[src/sv/gvc_pkg.sv]
package gvc_pkg;

    // Vertex and colour fields are six bits wide, so at most 64 vertices exist
    localparam int VTX_W            = 6;
    localparam int VTX_LIMIT        = 1 << VTX_W;
    localparam int COLOR_W          = 6;
    localparam int NUM_COLORS       = 1 << COLOR_W;
    localparam int VERTICES_DEFAULT = 64;

    // Lowest-free search looks at one byte of the used-colour mask per cycle
    localparam int CHUNK_W    = 8;
    localparam int CHUNK_SEL  = $clog2(CHUNK_W);
    localparam int NUM_CHUNKS = NUM_COLORS / CHUNK_W;
    localparam int STEP_W     = COLOR_W - CHUNK_SEL;

    localparam logic [1:0] MODE_CLEAR   = 2'd0;
    localparam logic [1:0] MODE_EDGE    = 2'd1;
    localparam logic [1:0] MODE_COLOR   = 2'd2;
    localparam logic [1:0] MODE_RESTART = 2'd3;

    typedef enum logic [3:0] {
        ST_IDLE,
        ST_ADD_RD,
        ST_ADD_WR_A,
        ST_ADD_WR_B,
        ST_COL_RD,
        ST_COL_NBR,
        ST_COL_SCAN,
        ST_COL_LAST,
        ST_COL_SEARCH,
        ST_COL_DONE
    } gvc_state_t;

    typedef struct packed {
        logic clear;
        logic wr_en;
    } adj_cmd_t;

    typedef struct packed {
        logic               done;
        logic [COLOR_W-1:0] color;
    } search_res_t;

endpackage

[src/sv/gvc_color_mem.sv]
module gvc_color_mem
    import gvc_pkg::*;
#(
    parameter int LIVE = VERTICES_DEFAULT,
    parameter int AW   = $clog2(LIVE)
)
(
    input  logic               clk,
    input  logic               wr_en,
    input  logic [AW-1:0]      wr_addr,
    input  logic [COLOR_W-1:0] wr_data,
    input  logic [AW-1:0]      rd_addr,
    output logic [COLOR_W-1:0] rd_data
);

    logic [COLOR_W-1:0] colors [LIVE];
    logic [COLOR_W-1:0] rd_data_reg;

    always_ff @(posedge clk)
    begin
        if (wr_en)
        begin
            colors[wr_addr] <= wr_data;
        end
        rd_data_reg <= colors[rd_addr];
    end

    assign rd_data = rd_data_reg;

endmodule

[config.mk]
export PLATFORM = sky130hd
export DESIGN_NAME = gvc_color_mem
export DESIGN_NICKNAME = d
export VERILOG_FILES = /design/src/sv/gvc_pkg.sv /design/src/sv/gvc_color_mem.sv
export SDC_FILE = /design/constraint.sdc
export NUM_CORES = 1
export LEC_CHECK = 0
export ABC_AREA = 1
export BUFFER_PORTS_ARGS = -buffer_cell sky130_fd_sc_hd__buf_4
export CORE_ASPECT_RATIO = 0.7
export CORE_MARGIN = 10
export CORE_UTILIZATION = 40
export CTS_BUF_LIST = sky130_fd_sc_hd__clkbuf_4
export CTS_CLUSTER_DIAMETER = 30
export DETAILED_ROUTE_END_ITERATION = 8
export HOLD_SLACK_MARGIN = 0.1
export MAX_ROUTING_LAYER = met4
export SLEW_MARGIN = 0
export SYNTH_ARGS = -nofsm -noshare
export SYNTH_HDL_FRONTEND = slang
export SYNTH_SLANG_ARGS = --single-unit
[constraint.sdc]
create_clock -name clk -period 2.33 [get_ports clk]
set_input_delay 0.1165 -clock clk [delete_from_list [all_inputs] [get_ports clk]]
set_output_delay 0.1165 -clock clk [all_outputs]
set_load 0.05 [all_outputs]
Yosys cells after proc, flatten, opt, wreduce, memory -nomap -nowiden
Memories as Yosys holds them, arrays and structs flattened. A register that Yosys moved wholly into a read port is not among the register bits.
Index checks and enable logic that the tools add are counted.
- register bits after elaboration: 0
- memory bits (writable): 384
- input bits: 20
- output and inout bits: 6
- word-level logic and storage cells: 3
- memories kept: 1
- memories (memory ; words ; width ; rd ports ; clocked after memory_dff ; wr ports ; RTL line ; RTL):
    colors ; 64 ; 6 ; 1 ; 1 ; 1 ; gvc_color_mem.sv:16 ; logic [COLOR_W-1:0] colors [LIVE];
- muxes and demuxes: 2
- operators by type and width (operator ; number):
    $mux 1 ; 2

Logic depth before layout (Yosys ltp)
Gate-level depths: netlist of run 1.
- depth in word-level cells: 2
- gate-level depth with buffers: 11
- mapped depth without buffers: 9

Worst setup path after synthesis of run 1
No wires, ideal clock.
- kind: input to register
- from: input wr_en
- to: memory colors[48][0], enable pin
- library setup time: 0.386 ns
- data arrival time: 1.300 ns
- data required time: 1.944 ns
- slack: 0.644 ns
- stages on the path: 3
- path buffers: 1
- path through: clkbuf_1 nand4_1 nor4_1
- cells in the longest elaborated chain, start to end: 2
- RTL lines (element ; RTL line ; RTL):
    from (decl) ; gvc_color_mem.sv:9 ; input logic wr_en,
    $mux 1 ; gvc_color_mem.sv:21 ; if (wr_en)
    $mux 1 (implied by the code) ; gvc_color_mem.sv:23 ; colors[wr_addr] <= wr_data;
    to (decl) ; gvc_color_mem.sv:16 ;
Every way passes these cells.

==> run metrics, run 1 <==
Critical Path Source Type flop; Worst-path clk slew 60 ps; syn_area_per_cell 11.6 µm²; crit share post-route 0.786; Fin. Hold Viols 0; top post-synthesis cells by area edfxtp_1, nand2_1, nand3_1, buf_2, nor2_1; synth cell count leaders nand2_1, edfxtp_1, nand3_1; EDFF count, synth 384; CTS Buf Count 90; GRT Total Usage 0.173; ANT nets after route 0; Detailed Route Iter0 Violations 1187; antenna violations before repair 1; Buffers on Ports 25; sequential share of the synthesized area 0.731; final setup vio count 0; row count 61; Slew HR 0.454; post-synthesis xor/xnor area fraction 0; layout cells sized above 1 0.138; cell area after layout 0.0181 mm²; share of the synthesized area in the top cell type 0.724; CTS root buffer clkbuf_4; post-synthesis adder-cell area fraction 0; Syn Nets 1396; final non-filler cell total 2089; pwr dens 778 mW/mm²; die area 0.0483 mm²; RSZ-0062 raised after global routing false; RePlAce Congestion 0.866; hold path depth 9; Min Hold Slack 185 ps; worst r2r dst rd_data[2]; I/O pins 26; Die Span X 259 µm; Reg-to-Reg Start colors[57][2]; Core Region 0.0395 mm²; Crit. End Element flop; Setup TNS Final 0 ps; largest family of logic cells by synthesized area simple AND/OR/NAND/NOR gates; Worst Setup SP colors[57][2]; dpl cell area 0.0168 mm²; via count 10818; CTS H-Tree Depth 3; status complete, no violations; Clock Sinks 390; library cells used by synthesis 14; r2r setup slk 500 ps; Max Clock Freq 0.546 GHz; Yosys reg bits 390; Max Cap Viol 0; Hold Crit Start rd_addr[0]; TritonRoute pass-1 iters 5; WHS Endpoint rd_data[0]; async set-or-reset flop fraction in the synthesized netlist 0; Layout Nets 1500; DRC 0; Critical Path RT 3040 ps; Tmin final 1830 ps; Layout area overhead 13.9%; Post-Syn Instances 1376; Yosys top cell by area edfxtp_1; placed wire-length estimate 22900 µm; via/cell ratio 5.18; TritonCTS clock tree done; Final WS setup 499 ps; Synth Area in Compound Gates 0; WP data arrival 2540 ps; number of global-route vias before repair 10360; Post-synth top flop edfxtp_1; R2R depth 9; Worst Max-Slew Pin Slew 820 ps; first-pass GRT wire length 62700 µm; static leakage 0.00661 µW; peak supply drop 0.407 mV; critical path class flop to flop; Synth Warn # 0; Initial Util 0.403; post-synthesis mux area share 0; WL/cell 19.6 µm; Placed Cells 1900; Pins Over Slew Limit 0; Die Y-Extent 187 µm; total wire length 41000 µm; most numerous cell in the Yosys netlist nand2_1; max FFs per register 384; worst slack at placement 351 ps; Remaining Overflow, GRT 0; Synth Area in Simple Gates 0.238; clock buffer depth 3; Hold Crit Class input port to flop; CP Max Fanout 1; Post-Synthesis Cell Area 0.0159 mm²; largest net degree at the start of global routing 97; clk_skew 47.5 ps; clk_lat worst skew 820 ps
==> cell families (layout without fill, tap and decap cells) <==
family | after synthesis | after routing
buffers and inverters | 96 | 271
flip-flops | 390 | 390
other | 0 | 3
AND/OR/NAND/NOR | 890 | 890
==> stage by stage <==
step,utilization,total power (µW)
2_1_floorplan,-,8490
3_3_place_gp,0.424,8900
3_5_place_dp,0.424,8900
4_1_cts,0.459,14200
5_1_grt,0.459,14700
6_report,0.459,14100
==> worst max path at each step <==
stage,end
after floorplan,colors[48][0]
after global placement,colors[2][5]
after detailed placement,colors[36][4]
after CTS,rd_data[5]
after global routing,rd_data[2]
final,rd_data[2]
==> layout by cell type, fill, tap and decap left out <==
| cell type | synthesis | final |
|---|---|---|
| buf_6 | 1 | 3 |
| clkinvlp_4 | 0 | 2 |
| buf_12 | 0 | 5 |
| nand4_1 | 9 | 9 |
| clkinv_2 | 0 | 3 |
| diode_2 | 0 | 3 |
| clkbuf_4 | 0 | 132 |
| clkinv_1 | 0 | 24 |
| dlygate4sd3_1 | 0 | 23 |
| inv_2 | 2 | 3 |
| dfxtp_1 | 6 | 6 |
| inv_6 | 0 | 1 |
| nand2_1 | 486 | 486 |
| nor2_1 | 56 | 56 |
| inv_1 | 10 | 10 |
| nand3_1 | 331 | 331 |
| edfxtp_1 | 384 | 384 |
| buf_4 | 16 | 65 |
| nor4_1 | 8 | 8 |
==> worst max-delay path, stage by stage (launching register included) <==
cell	delay, ps
edfxtp_1	370
nand2_1	80
nand3_1	110
nand3_1	100
nand2_1	70
nand2_1	60
nand3_1	200
nand3_1	130
dlygate4sd3_1	580
nand2_1	60
==> where the power goes <==
part	switching, µW	internal, µW
Combinational	730	269
Clock	2730	2610
Sequential	25.9	7760
==> metal layers <==
| metal | global-route usage | routed length, µm |
|---|---|---|
| met1 | 0.249 | 19100 |
| met4 | 0.0483 | 656 |
| met5 | - | 0 |
| met2 | 0.229 | 17000 |
| met3 | 0.0550 | 4300 |
==> area by class of cell <==
cell class | instances | area [µm²]
Timing Repair Buffer | 96 | 852
Tap cell | 535 | 669
Clock buffer | 132 | 991
Inverter | 12 | 50.0
Sequential cell | 390 | 11700
Multi-Input combinational cell | 890 | 3800
Antenna cell | 3 | 7.51
Fill cell | 3689 | 21400
Clock inverter | 31 | 128
==> repair_timing <==
item | 4_1_cts | 5_1_grt
resized for setup | 0 | 2
setup endpoints to repair | 0 | 1
hold endpoints to repair | 532 | 0
buffers inserted | 0 | 0
hold buffers | 24 | 0
No activity file was read; power rests on OpenSTA's default activity.
==> run 2: changes to the inputs <==
- clock period: 2.33 -> 1.6 ns (I/O delays scaled with it)
==> run metrics, run 2 (same netlist as run 1, synthesis figures left out) <==
Critical Path Source Type input port; M1 WL 19500 µm (+2.1%); Layout Utilization 0.478 (+0.0189); Pins Over Slew Limit 0 (unchanged); via/cell ratio 5.24 (+1.2%); most frequent cells in the layout nand2_1, edfxtp_1, nand3_1; hold path depth 4 (-5); GRT Total Usage 0.182 (+0.00838); Layout area overhead 18.6%; via count 11231 (+3.8%); Hold Crit Start rd_addr[5]; Clock Sinks 390 (unchanged); Hold Crit Class input port to flop; status complete, no violations; CTS Buf Count 90 (unchanged); ANT nets after route 0 (unchanged); worst r2r dst rd_data[3]; Initial Util 0.403 (unchanged); Fillers 3626 (-1.7%); Die Span X 259 µm (unchanged); crit share post-route 0.950; pwr dens 1130 mW/mm² (+45%); peak supply drop 0.770 mV (+89%); Max Clock Freq 0.658 GHz; die area 0.0483 mm² (unchanged); WP data arrival 2010 ps (-530 ps); Buffers on Ports 25 (unchanged); placed wire-length estimate 25200 µm (+9.9%); Slew HR 0.625 (+0.171); Final WS setup 80.3 ps (-419 ps); Max Cap Viol 0 (unchanged); Layout Nets 1562 (+4.1%); clk_lat worst skew 780 ps (-40 ps); layout cells sized above 1 0.177 (+0.0392); commonest non-fill, non-tap cell in the layout nand2_1; clk_skew 33.2 ps (-14.3 ps); WL/cell 19.6 µm (-0.29%); slowest stage delay, CP 610 ps (+30 ps); post-CTS setup repair buffer count 0 (unchanged); DRC 0 (unchanged); CP cell instances dlygate4sd3_1 -> buf_4 -> inv_1 -> nor4_1 -> dlygate4sd3_1 -> buf_4; r2r setup slk 290 ps (-210 ps); CTS H-Tree Depth 3 (unchanged); WHS Endpoint rd_data[2]; R2R depth 8 (-1); Remaining Overflow, GRT 0 (unchanged); Tmin final 1520 ps; CTS root buffer clkbuf_4; Crit. End Element flop; clock buffer depth 3 (unchanged); row count 61 (unchanged); I/O pins 26 (unchanged); first-pass GRT wire length 66300 µm (+5.9%); total wire length 42000 µm (+2.3%); DR WL met2 17500 µm (+3.1%); met3 routed WL 3980 µm (-7.3%); Die Y-Extent 187 µm (unchanged); Diodes inserted 0 (-3); Fin. Hold Viols 0 (unchanged); CP Max Fanout 9 (+8); Detailed Route Iter0 Violations 1233 (+3.9%); Reg-to-Reg Start colors[31][3]; slowest CP cell dlygate4sd3_1; final setup vio count 0 (unchanged); RePlAce Congestion 0.888 (+2.6%); TritonCTS clock tree done; antenna violations before repair 0 (-1); number of global-route vias before repair 11162 (+7.7%); Core Region 0.0395 mm² (unchanged); static leakage 0.00707 µW (+6.9%); worst slack at placement 102 ps (-250 ps); Min Hold Slack 178 ps (-7.02 ps); Critical Path RT 2090 ps (-950 ps); Tot Pwr 21300 µW (+51%); Worst Max-Slew Pin Slew 563 ps (-257 ps); critical path class input port to flop; top layer in use met4; max FFs per register 384 (unchanged); RSZ-0062 raised after global routing false; TritonRoute pass-1 iters 5 (unchanged); Worst-path clk slew 60 ps (about the same); largest net degree at the start of global routing 65 (-33%)
run 2: worst max path at each step:
| stage | startpoint | endpoint | depth (start not counted) |
|---|---|---|---|
| 6_report | wr_addr[2] | colors[53][0] | 6 |
| 5_1_grt | rd_data[2] | rd_data[2] | 1 |
| 4_1_cts | rd_data[2] | rd_data[2] | 1 |
| 3_5_place_dp | rd_addr[0] | rd_data[3] | 11 |
| 3_3_place_gp | rd_addr[0] | rd_data[3] | 11 |
| 2_1_floorplan | wr_en | colors[48][0] | 3 |
run 2: metrics by stage:
step | std cells | area, µm² | TNS, ps
floorplan | 1376 | 15900 | -2360
global placement | 1961 | 17400 | 0
detailed placement | 1961 | 17400 | 0
CTS | 2144 | 18900 | 0
global route | 2144 | 18900 | 0
finish | 2144 | 18900 | 0
run 2: where the power goes:
| part | switching (µW) | internal [µW] | leakage, µW |
|---|---|---|---|
| combinational | 1100 | 479 | 0.00284 |
| clock | 3890 | 4480 | 0.000723 |
| sequential | 26.8 | 11300 | 0.00351 |
| total | 5010 | 16300 | 0.00707 |
run 2: layout make-up:
| cell class | count | area (µm²) | share of cell area |
|---|---|---|---|
| Multi-Input combinational cell | 890 | 3810 | 0.202 |
| Inverter | 12 | 50.0 | 0.00265 |
| Tap cell | 535 | 669 | 0.0354 |
| Clock buffer | 142 | 1070 | 0.0564 |
| Timing Repair Buffer | 158 | 1500 | 0.0795 |
| Sequential cell | 390 | 11700 | 0.617 |
| Clock inverter | 17 | 143 | 0.00755 |
run 2: layer usage:
| layer | global-route usage | vias to the layer above |
|---|---|---|
| li1 | - | 5239 |
| met1 | 0.262 | 5366 |
| met2 | 0.246 | 542 |
| met3 | 0.0426 | 84 |
| met4 | 0.0596 | 0 |
| met5 | - | - |
run 2: worst max-delay path: cells and delay by family:
| family | cells | cell delay (ps) |
|---|---|---|
| buffers and inverters | 5 | 1600 |
| and+or+nand+nor | 1 | 330 |
run 2: repair_timing:
action,in CTS,in global routing
hold endpoints to repair,755,0
setup endpoints to repair,0,30
gates resized for setup,0,3
hold buffers,24,0
