`config.mk`:
```
export PLATFORM = sky130hd
export DESIGN_NAME = gvc_free_search
export DESIGN_NICKNAME = d
export VERILOG_FILES = /design/src/sv/gvc_pkg.sv /design/src/sv/gvc_free_search.sv
export SDC_FILE = /design/constraint.sdc
export NUM_CORES = 1
export LEC_CHECK = 0
export BUFFER_PORTS_ARGS = -buffer_cell sky130_fd_sc_hd__clkbuf_2
export CELL_PAD_IN_SITES_DETAIL_PLACEMENT = 0
export CELL_PAD_IN_SITES_GLOBAL_PLACEMENT = 1
export CORE_UTILIZATION = 44
export DETAILED_ROUTE_END_ITERATION = 10
export HOLD_SLACK_MARGIN = 0.15
export MAX_ROUTING_LAYER = met4
export PLACE_DENSITY = 0.87
export SLEW_MARGIN = 20
export SYNTH_ARGS = -nofsm -noshare
export SYNTH_HDL_FRONTEND = slang
export SYNTH_SLANG_ARGS = --single-unit
```
`constraint.sdc`:
```
create_clock -name clk -period 2.9 [get_ports clk]
set_input_delay 0.435 -clock clk [delete_from_list [all_inputs] [get_ports clk]]
set_output_delay 0.435 -clock clk [all_outputs]
set_load 0.005 [all_outputs]
```
`src/sv/gvc_pkg.sv`:
```
package gvc_pkg;

    // Vertex and colour fields are six bits wide, so at most 64 vertices exist
    localparam int VTX_W            = 6;
    localparam int VTX_LIMIT        = 1 << VTX_W;
    localparam int COLOR_W          = 6;
    localparam int NUM_COLORS       = 1 << COLOR_W;
    localparam int VERTICES_DEFAULT = 64;

    // Lowest-free search looks at one byte of the used-colour mask per cycle
    localparam int CHUNK_W    = 8;
    localparam int CHUNK_SEL  = $clog2(CHUNK_W);
    localparam int NUM_CHUNKS = NUM_COLORS / CHUNK_W;
    localparam int STEP_W     = COLOR_W - CHUNK_SEL;

    localparam logic [1:0] MODE_CLEAR   = 2'd0;
    localparam logic [1:0] MODE_EDGE    = 2'd1;
    localparam logic [1:0] MODE_COLOR   = 2'd2;
    localparam logic [1:0] MODE_RESTART = 2'd3;

    typedef enum logic [3:0] {
        ST_IDLE,
        ST_ADD_RD,
        ST_ADD_WR_A,
        ST_ADD_WR_B,
        ST_COL_RD,
        ST_COL_NBR,
        ST_COL_SCAN,
        ST_COL_LAST,
        ST_COL_SEARCH,
        ST_COL_DONE
    } gvc_state_t;

    typedef struct packed {
        logic clear;
        logic wr_en;
    } adj_cmd_t;

    typedef struct packed {
        logic               done;
        logic [COLOR_W-1:0] color;
    } search_res_t;

endpackage

```
`src/sv/gvc_free_search.sv`:
```
module gvc_free_search
    import gvc_pkg::*;
(
    input  logic                  clk,
    input  logic                  rst_n,
    input  logic                  start,
    input  logic [NUM_COLORS-1:0] used,
    output search_res_t           res
);

    logic [NUM_COLORS-1:0] used_reg, used_next;
    logic [STEP_W-1:0]     step_reg, step_next;
    logic                  busy_reg, busy_next;
    logic                  done_reg, done_next;
    logic [COLOR_W-1:0]    pick_reg, pick_next;

    logic [CHUNK_W-1:0]    free_bits;
    logic [CHUNK_SEL-1:0]  pos;

    always_comb
    begin
        free_bits = ~used_reg[step_reg*CHUNK_W +: CHUNK_W];
        pos       = '0;
        for (int i = CHUNK_W - 1; i >= 0; i--)
        begin
            if (free_bits[i])
            begin
                pos = CHUNK_SEL'(i);
            end
        end
    end

    always_comb
    begin
        used_next = used_reg;
        step_next = step_reg;
        busy_next = busy_reg;
        done_next = 1'b0;
        pick_next = pick_reg;
        if (start)
        begin
            used_next = used;
            step_next = '0;
            busy_next = 1'b1;
        end
        else if (busy_reg)
        begin
            if (|free_bits)
            begin
                pick_next = {step_reg, pos};
                busy_next = 1'b0;
                done_next = 1'b1;
            end
            else if (step_reg == STEP_W'(NUM_CHUNKS - 1))
            begin
                // Every colour taken: hold the top colour
                pick_next = COLOR_W'(NUM_COLORS - 1);
                busy_next = 1'b0;
                done_next = 1'b1;
            end
            else
            begin
                step_next = step_reg + 1'b1;
            end
        end
    end

    always_ff @(posedge clk)
    begin
        used_reg <= used_next;
        step_reg <= step_next;
        pick_reg <= pick_next;
    end

    always_ff @(posedge clk or negedge rst_n)
    begin
        if (!rst_n)
        begin
            busy_reg <= 1'b0;
            done_reg <= 1'b0;
        end
        else
        begin
            busy_reg <= busy_next;
            done_reg <= done_next;
        end
    end

    assign res.done  = done_reg;
    assign res.color = pick_reg;

endmodule

```
Word-level counts from Yosys, hierarchy flattened
Cells that the tools add are included.

Input bits: 67. Register bits after elaboration: 75. Output and inout port bits: 7.

Mux-type cells: 18. Equal/unequal tests: 1. Bitwise gates (word level): 4. Shift operators: 1. Reductions and logical operators: 4. $add $sub $neg: 1.

Operator list (count): $shiftx 64x7->8 (1); $mux 3 (8); $mux 6 (2); $mux 1 (8); $not 8->8 (1); $reduce_or 8->1 (1); $reduce_and 3->1 (2); $add 3x1->3 const B (1); $eq 3x3->1 const B (1); $not 1->1 (3); $reduce_bool 2->1 (1).

Depth between registers and ports, before layout
Gate-level depths: netlist of run 1.

Depth in word-level cells: 11. Depth in mapped cells: 8. Depth with buffers taken out: 5.

Worst setup path before layout of run 1
OpenSTA, ideal clock, no wires.

Kind: register to register. Start point: reg step_reg[0]. End point: reg pick_reg[0], enable pin. Cell stages (with the launch flop): 7. Slack: 0.848 ns. Arrival time: 1.737 ns. Path buffers: 1. Setup time: 0.315 ns. Cell sequence: dfxtp_1 buf_2 mux4_2 nand3_1 o21a_2 nand3b_1 o211a_1.

Cells in the longest elaborated chain, start to end: 5. Elaborated cells on any way between the ends: 6.

RTL lines: from (decl) (line gvc_free_search.sv:12) `logic [STEP_W-1:0] step_reg, step_next;`; from (signal assigned) (line gvc_free_search.sv:71) `step_reg <= step_next;`; $shiftx 64x7->8 (line gvc_free_search.sv:22) `free_bits = ~used_reg[step_reg*CHUNK_W +: CHUNK_W];`; $not 8->8 (line gvc_free_search.sv:22); $reduce_or 8->1 (line gvc_free_search.sv:48) `if (|free_bits)`; $reduce_bool 2->1 (no source line) *; $reduce_and 3->1 (no source line) *; to (signal assigned) (line gvc_free_search.sv:72) `pick_reg <= pick_next;`; to (decl) (line gvc_free_search.sv:15) `logic [COLOR_W-1:0] pick_reg, pick_next;`.

Every way passes the cells marked *; elsewhere a longest branch is shown, timed or not. A chain may end at the register's enable or synchronous reset.

Worst setup path after layout of run 1
Start point: reg step_reg[0]. End point: reg pick_reg[4], enable pin.

The elaborated chain is that of the path after synthesis.

==> run summary, run 1 <==
Violated checks: design-rule violations
Ant. Diodes: 0
Run status: finished, violations left
Number of remaining DRC errors: 3
WL final: 4.78 mm
Clk buf depth: 2
Largest register FFs: 64
Root Buffer Master: clkbuf_8
DRT antenna net count: 0
Synth Net Count: 222
GR Overflow Total: 0
Clock Skews: 0.00624 ns
Max Clk Rate: 0.406 GHz
Slowest stage cell, crit path: mux4_2
Buffers and inverters on the worst path: 1
Setup Crit Path Kind: flop to flop
Mapped Area: 2960 um^2
First-pass DRT Iterations: 8
Yosys reg bits: 75
Post-CTS setup buffers: 0
Synth Warn #: 0
Netlist cell types: 33
Die height: 84.0 um
Starting Density: 46.1%
Pwr/cell area: 619 nW/um^2
Vias in the first global route: 1,679
Area grow syn2layout: 22.3%
Die area: 7060 um^2
Critical Path RT: 2.92 ns
RePlAce Congestion: 0.717
# clock sinks: 75
Vias per Instance: 5.02
H-tree levels: 3
Critical Path AT: 2.49 ns
Reg clk slew, reported paths: 0.07 ns
VDD IR max: 0.000477 V
Worst Setup End Kind: flop
Hold buffer count at CTS: 1
P_leak: 1.38 nW
Number of max-cap violations: 0
Min Tclk post-route: 2.46 ns
CTS resizes: 0
First-pass GRT wire length: 7.69 mm
Core box area: 6420 um^2
Slew HR: 62.0%
Num CTS Buffers: 9
RSZ-0062 raised after global routing: no
Max Slew Vio Count: 0
EDFF count, synth: 70
CTS tree: yes
# setup viols final: 0
Hold Crit Class: input port to flop
Register area share after synthesis: 74.8%
Die width: 84.0 um
Rows: 29
Setup TNS: 0 ns
Crit-path cells: buf_4 -> mux4_2 -> nand3_1 -> o21a_2 -> nand3b_1 -> o211a_1
Main synth FF type: edfxtp_1
Antenna violations before repair: 0
Non-filler instance count after layout: 314
Per-cell routed wire length: 15.2 um
Mean post-synth cell area: 19.3 um^2
Dpl cells: 298
Total power: 2.24 mW
Final Cycle Share: 85.0%
Top Family by Delay on Critical Path: multiplexers
Most frequent cells in the layout: clkbuf_2, edfxtp_1, mux4_2
GRT Util Overall: 15.5%
Via count: 1,575
Crit start category: flop
Worst path max stage delay: 0.55 ns
Final HPWL DP: 3.66 mm
Final hold vios: 0
CP max FO: 18
Worst-margin pin slew: 0.570 ns
Share of cells above drive strength 1: 44.3%
Async S/R FF share, synth: 2.67%
Commonest non-fill, non-tap cell in the layout: clkbuf_2
Clock Latency Late Sink: 0.33 ns
Gate Count Post-Synth: 153
Number of I/O pins: 74
Net count, final: 302
Largest net degree at the start of global routing: 53
IO Port Bufs: 73
Initial drt markers: 80
layout make-up:
type / instances / area, um^2
clock inverter: 5 / 78.8
timing repair buffer: 77 / 410
fill: 502 / 2800
tap: 77 / 96.3
inverter: 4 / 15.0
clock buffer: 10 / 128
sequential: 75 / 2210
multi-input combinational: 66 / 679
through the flow:
stage          util, %  setup slack [ns]  hold slack (ns)  cell area, um^2
2_1_floorplan        -             0.848            0.139             2960
3_3_place_gp      53.0             0.513            0.227             3400
3_5_place_dp      53.0             0.425            0.224             3400
4_1_cts           56.4             0.409            0.252             3620
5_1_grt           56.4             0.268            0.240             3620
6_report          56.4             0.436            0.270             3620
cells by family (layout without fill, tap and decap cells):
group           after synthesis  in the layout  share of synthesized area [%]
compound gates               11             11                           3.04
fa+ha+maj                     2              2                          0.846
buf+inv                      12             96                           2.28
flops                        75             75                           74.8
mux                          17             17                           12.0
simple gates                 36             36                           7.10
power by group:
| group | total, mW | internal, mW | leakage (nW) | switching (mW) |
|---|---|---|---|---|
| Combinational | 0.124 | 0.0701 | 0.560 | 0.0544 |
| Sequential | 1.30 | 1.27 | 0.728 | 0.0264 |
| Clock | 0.817 | 0.477 | 0.0960 | 0.340 |
| Total | 2.24 | 1.82 | 1.38 | 0.421 |
worst paths after layout:
kind | startpoint | endpoint | slack (ns) | depth (start not counted)
max | step_reg[0]$_SDFFE_PP0P_ | pick_reg[4]$_SDFFCE_PN1P_ | 0.44 | 6
min in group asynchronous | rst_n | done_reg$_DFF_PN0_ | 0.42 | 2
max reg2reg | step_reg[0]$_SDFFE_PP0P_ | pick_reg[4]$_SDFFCE_PN1P_ | 0.44 | 6
min | used[20] | used_reg[20]$_DFFE_PP_ | 0.27 | 1
min reg2reg | busy_reg$_DFF_PN0_ | done_reg$_DFF_PN0_ | 0.55 | 1
max in group asynchronous | rst_n | busy_reg$_DFF_PN0_ | 2.39 | 2
synthesized netlist by cell type, drive strengths merged (2+ instances only):
| cell | number | area (um^2) |
|---|---|---|
| clkbuf | 2 | 7.51 |
| o211a | 2 | 20.0 |
| o21ai | 2 | 10.0 |
| nand2b | 3 | 18.8 |
| nor2 | 2 | 7.51 |
| dfrtp | 2 | 50.1 |
| a22oi | 2 | 20.0 |
| mux4 | 14 | 319 |
| inv | 4 | 15.0 |
| nand3b | 6 | 45.0 |
| buf | 6 | 45.0 |
| ha | 2 | 25.0 |
| edfxtp | 70 | 2100 |
| nand4b | 2 | 17.5 |
| mux2i | 2 | 20.0 |
| nand2 | 8 | 30.0 |
| nor2b | 4 | 25.0 |
| a21boi | 2 | 15.0 |
| dfxtp | 3 | 60.1 |
| nand3 | 7 | 35.0 |
worst reg2reg max path, stage by stage, from the launching register on:
cell and delay, ns:
dfxtp_1 0.49, buf_4 0.34, mux4_2 0.56, nand3_1 0.11
o21a_2 0.16, nand3b_1 0.19, o211a_1 0.30
metal layers:
| layer | part of all wire [%] | GRT usage [%] |
|---|---|---|
| met5 | 0 | - |
| met2 | 48 | 23.0 |
| met4 | 1.4 | 7.05 |
| met1 | 45 | 19.0 |
| met3 | 5.9 | 6.03 |
No activity file was read; power rests on OpenSTA's default activity.
==> run 2, diff against run 1 <==
Clock period 2.9 ns to 2.3 ns, I/O delays scaled along.
==> run 2 against run 1 <==
Against the previous run:
- the flow still finishes with violations (design-rule violations)
- sequential power increased by 26%
- final cell count increased by 1.6%
- combinational power increased by 28%
- register-to-register slack got worse by 0.24 ns
- sequential share of layout area decreased by 0.80 points
- final area increased by 1.4%
- via count increased by 2.5%
- non-clock buffer count increased by 4
- first-iteration DRC count increased by 50%
- utilization increased by 0.78 points
- critical path type unchanged
- largest power group unchanged
==> run summary, run 2 (synthesis results as in run 1) <==
Max Slew Vio Count: 0
Number of remaining DRC errors: 3
Slew HR: 65.2%
Most frequent cells in the layout: clkbuf_2, edfxtp_1, mux4_2
Internal power: 2.30 mW
Ant. Diodes: 0
Number of max-cap violations: 0
M1 WL: 2.16 mm
Die width: 84.0 um
RSZ-0062 raised after global routing: no
GR Overflow Total: 0
# setup viols final: 0
Hold path startpoint: used[58]
Share of cells above drive strength 1: 46.3%
Area grow syn2layout: 24.0%
Total power: 2.84 mW
Number of I/O pins: 74
Final Util: 57.1%
P_leak: 1.41 nW
Final Cycle Share: 91.6%
Setup WS post-layout: 0.194 ns
Critical Path RT: 2.52 ns
Critical Path AT: 2.33 ns
Pwr/cell area: 775 nW/um^2
Combinational cell fraction of total power: 5.6%
Place WS: 0.0864 ns
Vias per Instance: 5.06
Initial drt markers: 120
Clock network power share: 36.9%
Hold Crit Class: input port to flop
GRT Util Overall: 16.4%
Crit Reg-Reg Endpoint: step_reg[0]$_SDFFE_PP0P_
WHS Path Cells: 1
CP max FO: 4
Num CTS Buffers: 9
Largest register FFs: 64
Post-CTS setup buffers: 0
# clock sinks: 75
Run status: finished, violations left
First-pass DRT Iterations: 7
CTS tree: yes
Clock Skews: 0.00479 ns
Largest net degree at the start of global routing: 34
Max Clk Rate: 0.475 GHz
Worst R2R Start: step_reg[0]$_SDFFE_PP0P_
Worst-margin pin slew: 0.522 ns
RePlAce Congestion: 0.732
Starting Density: 46.1%
IO Port Bufs: 73
Reg2Reg Setup Slack: 0.19 ns
Die area: 7060 um^2
Switching share of power: 19.1%
Per-cell routed wire length: 15.4 um
First-pass GRT wire length: 8.13 mm
H-tree levels: 3
Violated checks: design-rule violations
WL final: 4.92 mm
Final hold vios: 0
Final HPWL DP: 3.70 mm
Worst Setup End Kind: flop
Via count: 1,615
Setup TNS: 0 ns
Sequential share of power: 57.5%
Crit start category: flop
Met2 wire len: 2.38 mm
Reg clk slew, reported paths: 0.07 ns
Clock Latency Late Sink: 0.34 ns
Highest metal used: met4
Depth of the worst register-to-register path: 6
Core box area: 6420 um^2
DRT antenna net count: 0
Antenna violations before repair: 0
Clk buf depth: 2
Min Tclk post-route: 2.11 ns
Die height: 84.0 um
Root Buffer Master: clkbuf_8
Fin Hold WS: 0.177 ns
Rows: 29
Fillers: 471
Vias in the first global route: 1,685
Hold EP: used_reg[58]$_DFFE_PP_
Setup Crit Path Kind: flop to flop
Routed wl met3: 308 um
Commonest non-fill, non-tap cell in the layout: clkbuf_2
Net count, final: 306
VDD IR max: 0.000473 V
Switching power: 0.545 mW
[run 2: power by group through the flow]
stage	Clock, mW	Combinational, mW	Sequential, mW
floorplan	0	0.0596	1.65
global placement	0	0.157	1.66
detailed placement	0	0.160	1.67
CTS	1.08	0.161	1.64
global route	1.14	0.176	1.64
finish	1.05	0.159	1.64
[run 2: critical path, cell delays in order, from the launching register on]
cell      delay (ns)
dfxtp_2         0.39
buf_4           0.15
mux4_1          0.59
nand3b_1        0.15
a22oi_2         0.11
and4b_1         0.29
mux2_4          0.31
[run 2: cell type report]
| cell class | count | area [um^2] | area share [%] |
|---|---|---|---|
| sequential | 75 | 2210 | 60.3 |
| multi-input combinational | 66 | 679 | 18.5 |
| timing repair buffer | 81 | 457 | 12.4 |
| clock buffer | 11 | 131 | 3.58 |
| tap | 77 | 96.3 | 2.63 |
| clock inverter | 5 | 77.6 | 2.11 |
| inverter | 4 | 15.0 | 0.409 |
[run 2: stage by stage]
stage	area [um^2]	std cells
2_1_floorplan	2960	153
3_3_place_gp	3450	302
3_5_place_dp	3450	302
4_1_cts	3660	319
5_1_grt	3670	319
6_report	3670	319
[run 2: worst max path at each step]
stage / startpoint / end / slack [ns] / cells past startpoint
finish: step_reg[0]$_SDFFE_PP0P_ / step_reg[0]$_SDFFE_PP0P_ / 0.19 / 6
global route: step_reg[0]$_SDFFE_PP0P_ / pick_reg[5]$_SDFFCE_PN1P_ / 0.10 / 6
global placement: step_reg[0]$_SDFFE_PP0P_ / pick_reg[0]$_SDFFCE_PN1P_ / 0.11 / 6
detailed placement: step_reg[0]$_SDFFE_PP0P_ / pick_reg[5]$_SDFFCE_PN1P_ / 0.09 / 6
CTS: step_reg[0]$_SDFFE_PP0P_ / pick_reg[5]$_SDFFCE_PN1P_ / 0.07 / 6
floorplan: step_reg[0]$_SDFFE_PP0P_ / pick_reg[0]$_SDFFCE_PN1P_ / 0.25 / 6
[run 2: routing by layer]
layer | vias up | track usage (%)
li1 | 780 | -
met1 | 762 | 20.3
met2 | 64 | 25.0
met3 | 9 | 6.23
met4 | 0 | 5.49
met5 | - | -
[run 2: timing repair]
action | CTS | global route
endpoints found under the setup margin | 0 | 6
hold buffers | 1 | 0
gates resized for setup | 0 | 3
endpoints found under the hold margin | 2 | 0
==> run 3, diff against run 2 <==
Settings changed: ABC_AREA from default to 1, CORE_UTILIZATION 44 to 41, PLACE_DENSITY 0.87 to 0.82, SETUP_SLACK_MARGIN from default to 0.3.
==> run 3 against run 2 <==
Against the previous run:
- the flow now finishes without violations
- register-to-register slack better by 0.32 ns
- die area is 25% higher
- flip-flop and latch count is the same
- clock skew is 0.0052 ns higher
==> run summary, run 3 <==
Commonest non-fill, non-tap cell in the layout: nand2_1
Antenna violations before repair: 0
Yosys reg bits: 75
CTS tree: yes
Critical Path RT: 2.39 ns
Synth Warn #: 0
Largest net degree at the start of global routing: 65
Net count, final: 499
Reg clk slew, reported paths: 0.08 ns
IO Port Bufs: 73
Area grow syn2layout: 18.6%
Number of max-cap violations: 0
Top-count cell post-synth: nand2_1
Die area: 8850 um^2
Worst path max stage delay: 0.39 ns
WL final: 6.00 mm
FF+latch area: 2210 um^2
# setup viols final: 0
Root Buffer Master: clkbuf_8
Setup TNS: 0 ns
VDD IR max: 0.000457 V
Fin Hold WS: 0.176 ns
Mapped Area: 3470 um^2
Num CTS Buffers: 9
Post-CTS setup buffers: 0
Die height: 94.1 um
Worst-margin pin slew: 0.472 ns
Synth Net Count: 422
Via count: 2,415
# clock sinks: 75
Register area share after synthesis: 63.7%
Most frequent CP cell: nand2_1
Core box area: 8220 um^2
Crit start category: flop
Run status: finished clean
Max Clk Rate: 0.561 GHz
Yosys top cell by area: edfxtp_1
Number of I/O pins: 74
Gate Count Post-Synth: 353
Share of cells above drive strength 1: 25.8%
Final HPWL DP: 4.30 mm
Total power: 2.89 mW
P_leak: 2.00 nW
Vias in the first global route: 2,332
Final hold vios: 0
Most frequent cells in the layout: nand2_1, clkbuf_2, edfxtp_1
Ant. Diodes: 0
First-pass DRT Iterations: 4
Max Slew Vio Count: 0
Hold Crit Class: input port to flop
Vias per Instance: 4.48
GRT Util Overall: 16.0%
Main synth FF type: edfxtp_1
Async S/R FF share, synth: 2.67%
CP max FO: 13
GR Overflow Total: 0
Clk buf depth: 2
Pwr/cell area: 701 nW/um^2
RSZ-0062 raised after global routing: no
DRT antenna net count: 0
Min Tclk post-route: 1.78 ns
Most frequent cells after synthesis: nand2_1, edfxtp_1, inv_1, nand3_1, nor2_1
Crit-path cells: buf_4 -> nand2_1 -> nand2_1 -> nand2_1 -> nand2_1 -> nand2_1 -> nand2_2 -> nand2_2 -> nor2_4 -> nand3_2 -> nand3_1 -> inv_2
Die width: 94.1 um
H-tree levels: 3
EDFF count, synth: 70
Clock Skews: 0.0100 ns
Critical Path AT: 1.88 ns
First-pass GRT wire length: 10.3 mm
Final Cycle Share: 77.6%
Synth top area cells: edfxtp_1, nand2_1, inv_1, nand3_1, dfxtp_1
Initial drt markers: 89
Multi-input logic area: 876 um^2
Number of remaining DRC errors: 0
Clock Latency Late Sink: 0.34 ns
Fillers: 770
Largest register FFs: 64
Setup Crit Path Kind: flop to flop
Slew HR: 68.5%
Starting Density: 42.3%
RePlAce Congestion: 0.756
Rows: 33
Slowest stage cell, crit path: dfxtp_2
Per-cell routed wire length: 11.1 um
Mean post-synth cell area: 9.84 um^2
Netlist cell types: 22
Worst Setup End Kind: flop
Synth top area share: 60.5%
==> run 3: cell types whose count changed in the layout (fill, tap and decap cells not counted), sizes merged, moves of 4 or more <==
cell,before,now
nand2,8,131
inv,4,67
nand3,7,44
mux4,14,0
nor2,2,14
nand3b,6,0
nor2b,4,0
==> run 3: cell families after synthesis <==
family | synth area share, %
compound gates | 0.432
fa+ha+maj | 0.720
buf+inv | 11.1
flops | 63.7
simple gates | 24.1
==> run 3: report_power, final <==
group	switching, mW	internal [mW]	total [mW]
registers	0.0275	1.60	1.63
logic	0.123	0.0969	0.220
clock network	0.443	0.597	1.04
==> run 3: area by class of cell <==
| cell class | count | share of cell area [%] |
|---|---|---|
| well taps | 105 | 3.19 |
| inverters | 67 | 6.28 |
| clock inverters | 6 | 1.97 |
| multi-input cells | 197 | 21.3 |
| repair buffers | 80 | 10.6 |
| flip-flops and latches | 75 | 53.7 |
| clock buffers | 9 | 3.01 |
==> run 3: per-layer routing <==
metal | part of all wire (%) | GRT usage, % | wire length [um]
met1 | 46 | 19.0 | 2760
met2 | 48 | 26.4 | 2890
met3 | 4.1 | 4.13 | 248
met4 | 1.6 | 5.38 | 99
met5 | 0 | - | 0
==> run 3: final timing paths <==
path                       depth (start not counted)  slack [ns]                   endpoint                startpoint
max                                               12        0.52  pick_reg[3]$_SDFFCE_PN1P_  step_reg[0]$_SDFFE_PP0P_
min                                                1        0.18     used_reg[50]$_DFFE_PP_                  used[50]
max reg2reg                                       12        0.52  pick_reg[3]$_SDFFCE_PN1P_  step_reg[0]$_SDFFE_PP0P_
min reg2reg                                        2        0.65         done_reg$_DFF_PN0_        busy_reg$_DFF_PN0_
max in group asynchronous                          2        1.87         busy_reg$_DFF_PN0_                     rst_n
min in group asynchronous                          2        0.33         done_reg$_DFF_PN0_                     rst_n
==> run 3: repair_timing <==
action | CTS | global route
gates resized for setup | 0 | 4
hold endpoints to repair | 2 | 0
hold buffers | 1 | 0
setup endpoints to repair | 0 | 13
==> run 3: critical path, delay by kind of cell, from the launching register on <==
kind                   cells  cell delay [ns]
buffers and inverters      2             0.29
flip-flops                 1             0.39
AND/OR/NAND/NOR           10             0.88
==> run 3: per-stage QoR <==
step / cell area [um^2] / cells / util (%) / setup WS [ns]
2_1_floorplan: 3470 / 353 / - / 0.599
3_3_place_gp: 3900 / 523 / 47.5 / 0.428
3_5_place_dp: 3900 / 523 / 47.5 / 0.368
4_1_cts: 4120 / 539 / 50.1 / 0.357
5_1_grt: 4120 / 539 / 50.2 / 0.330
6_report: 4120 / 539 / 50.2 / 0.516
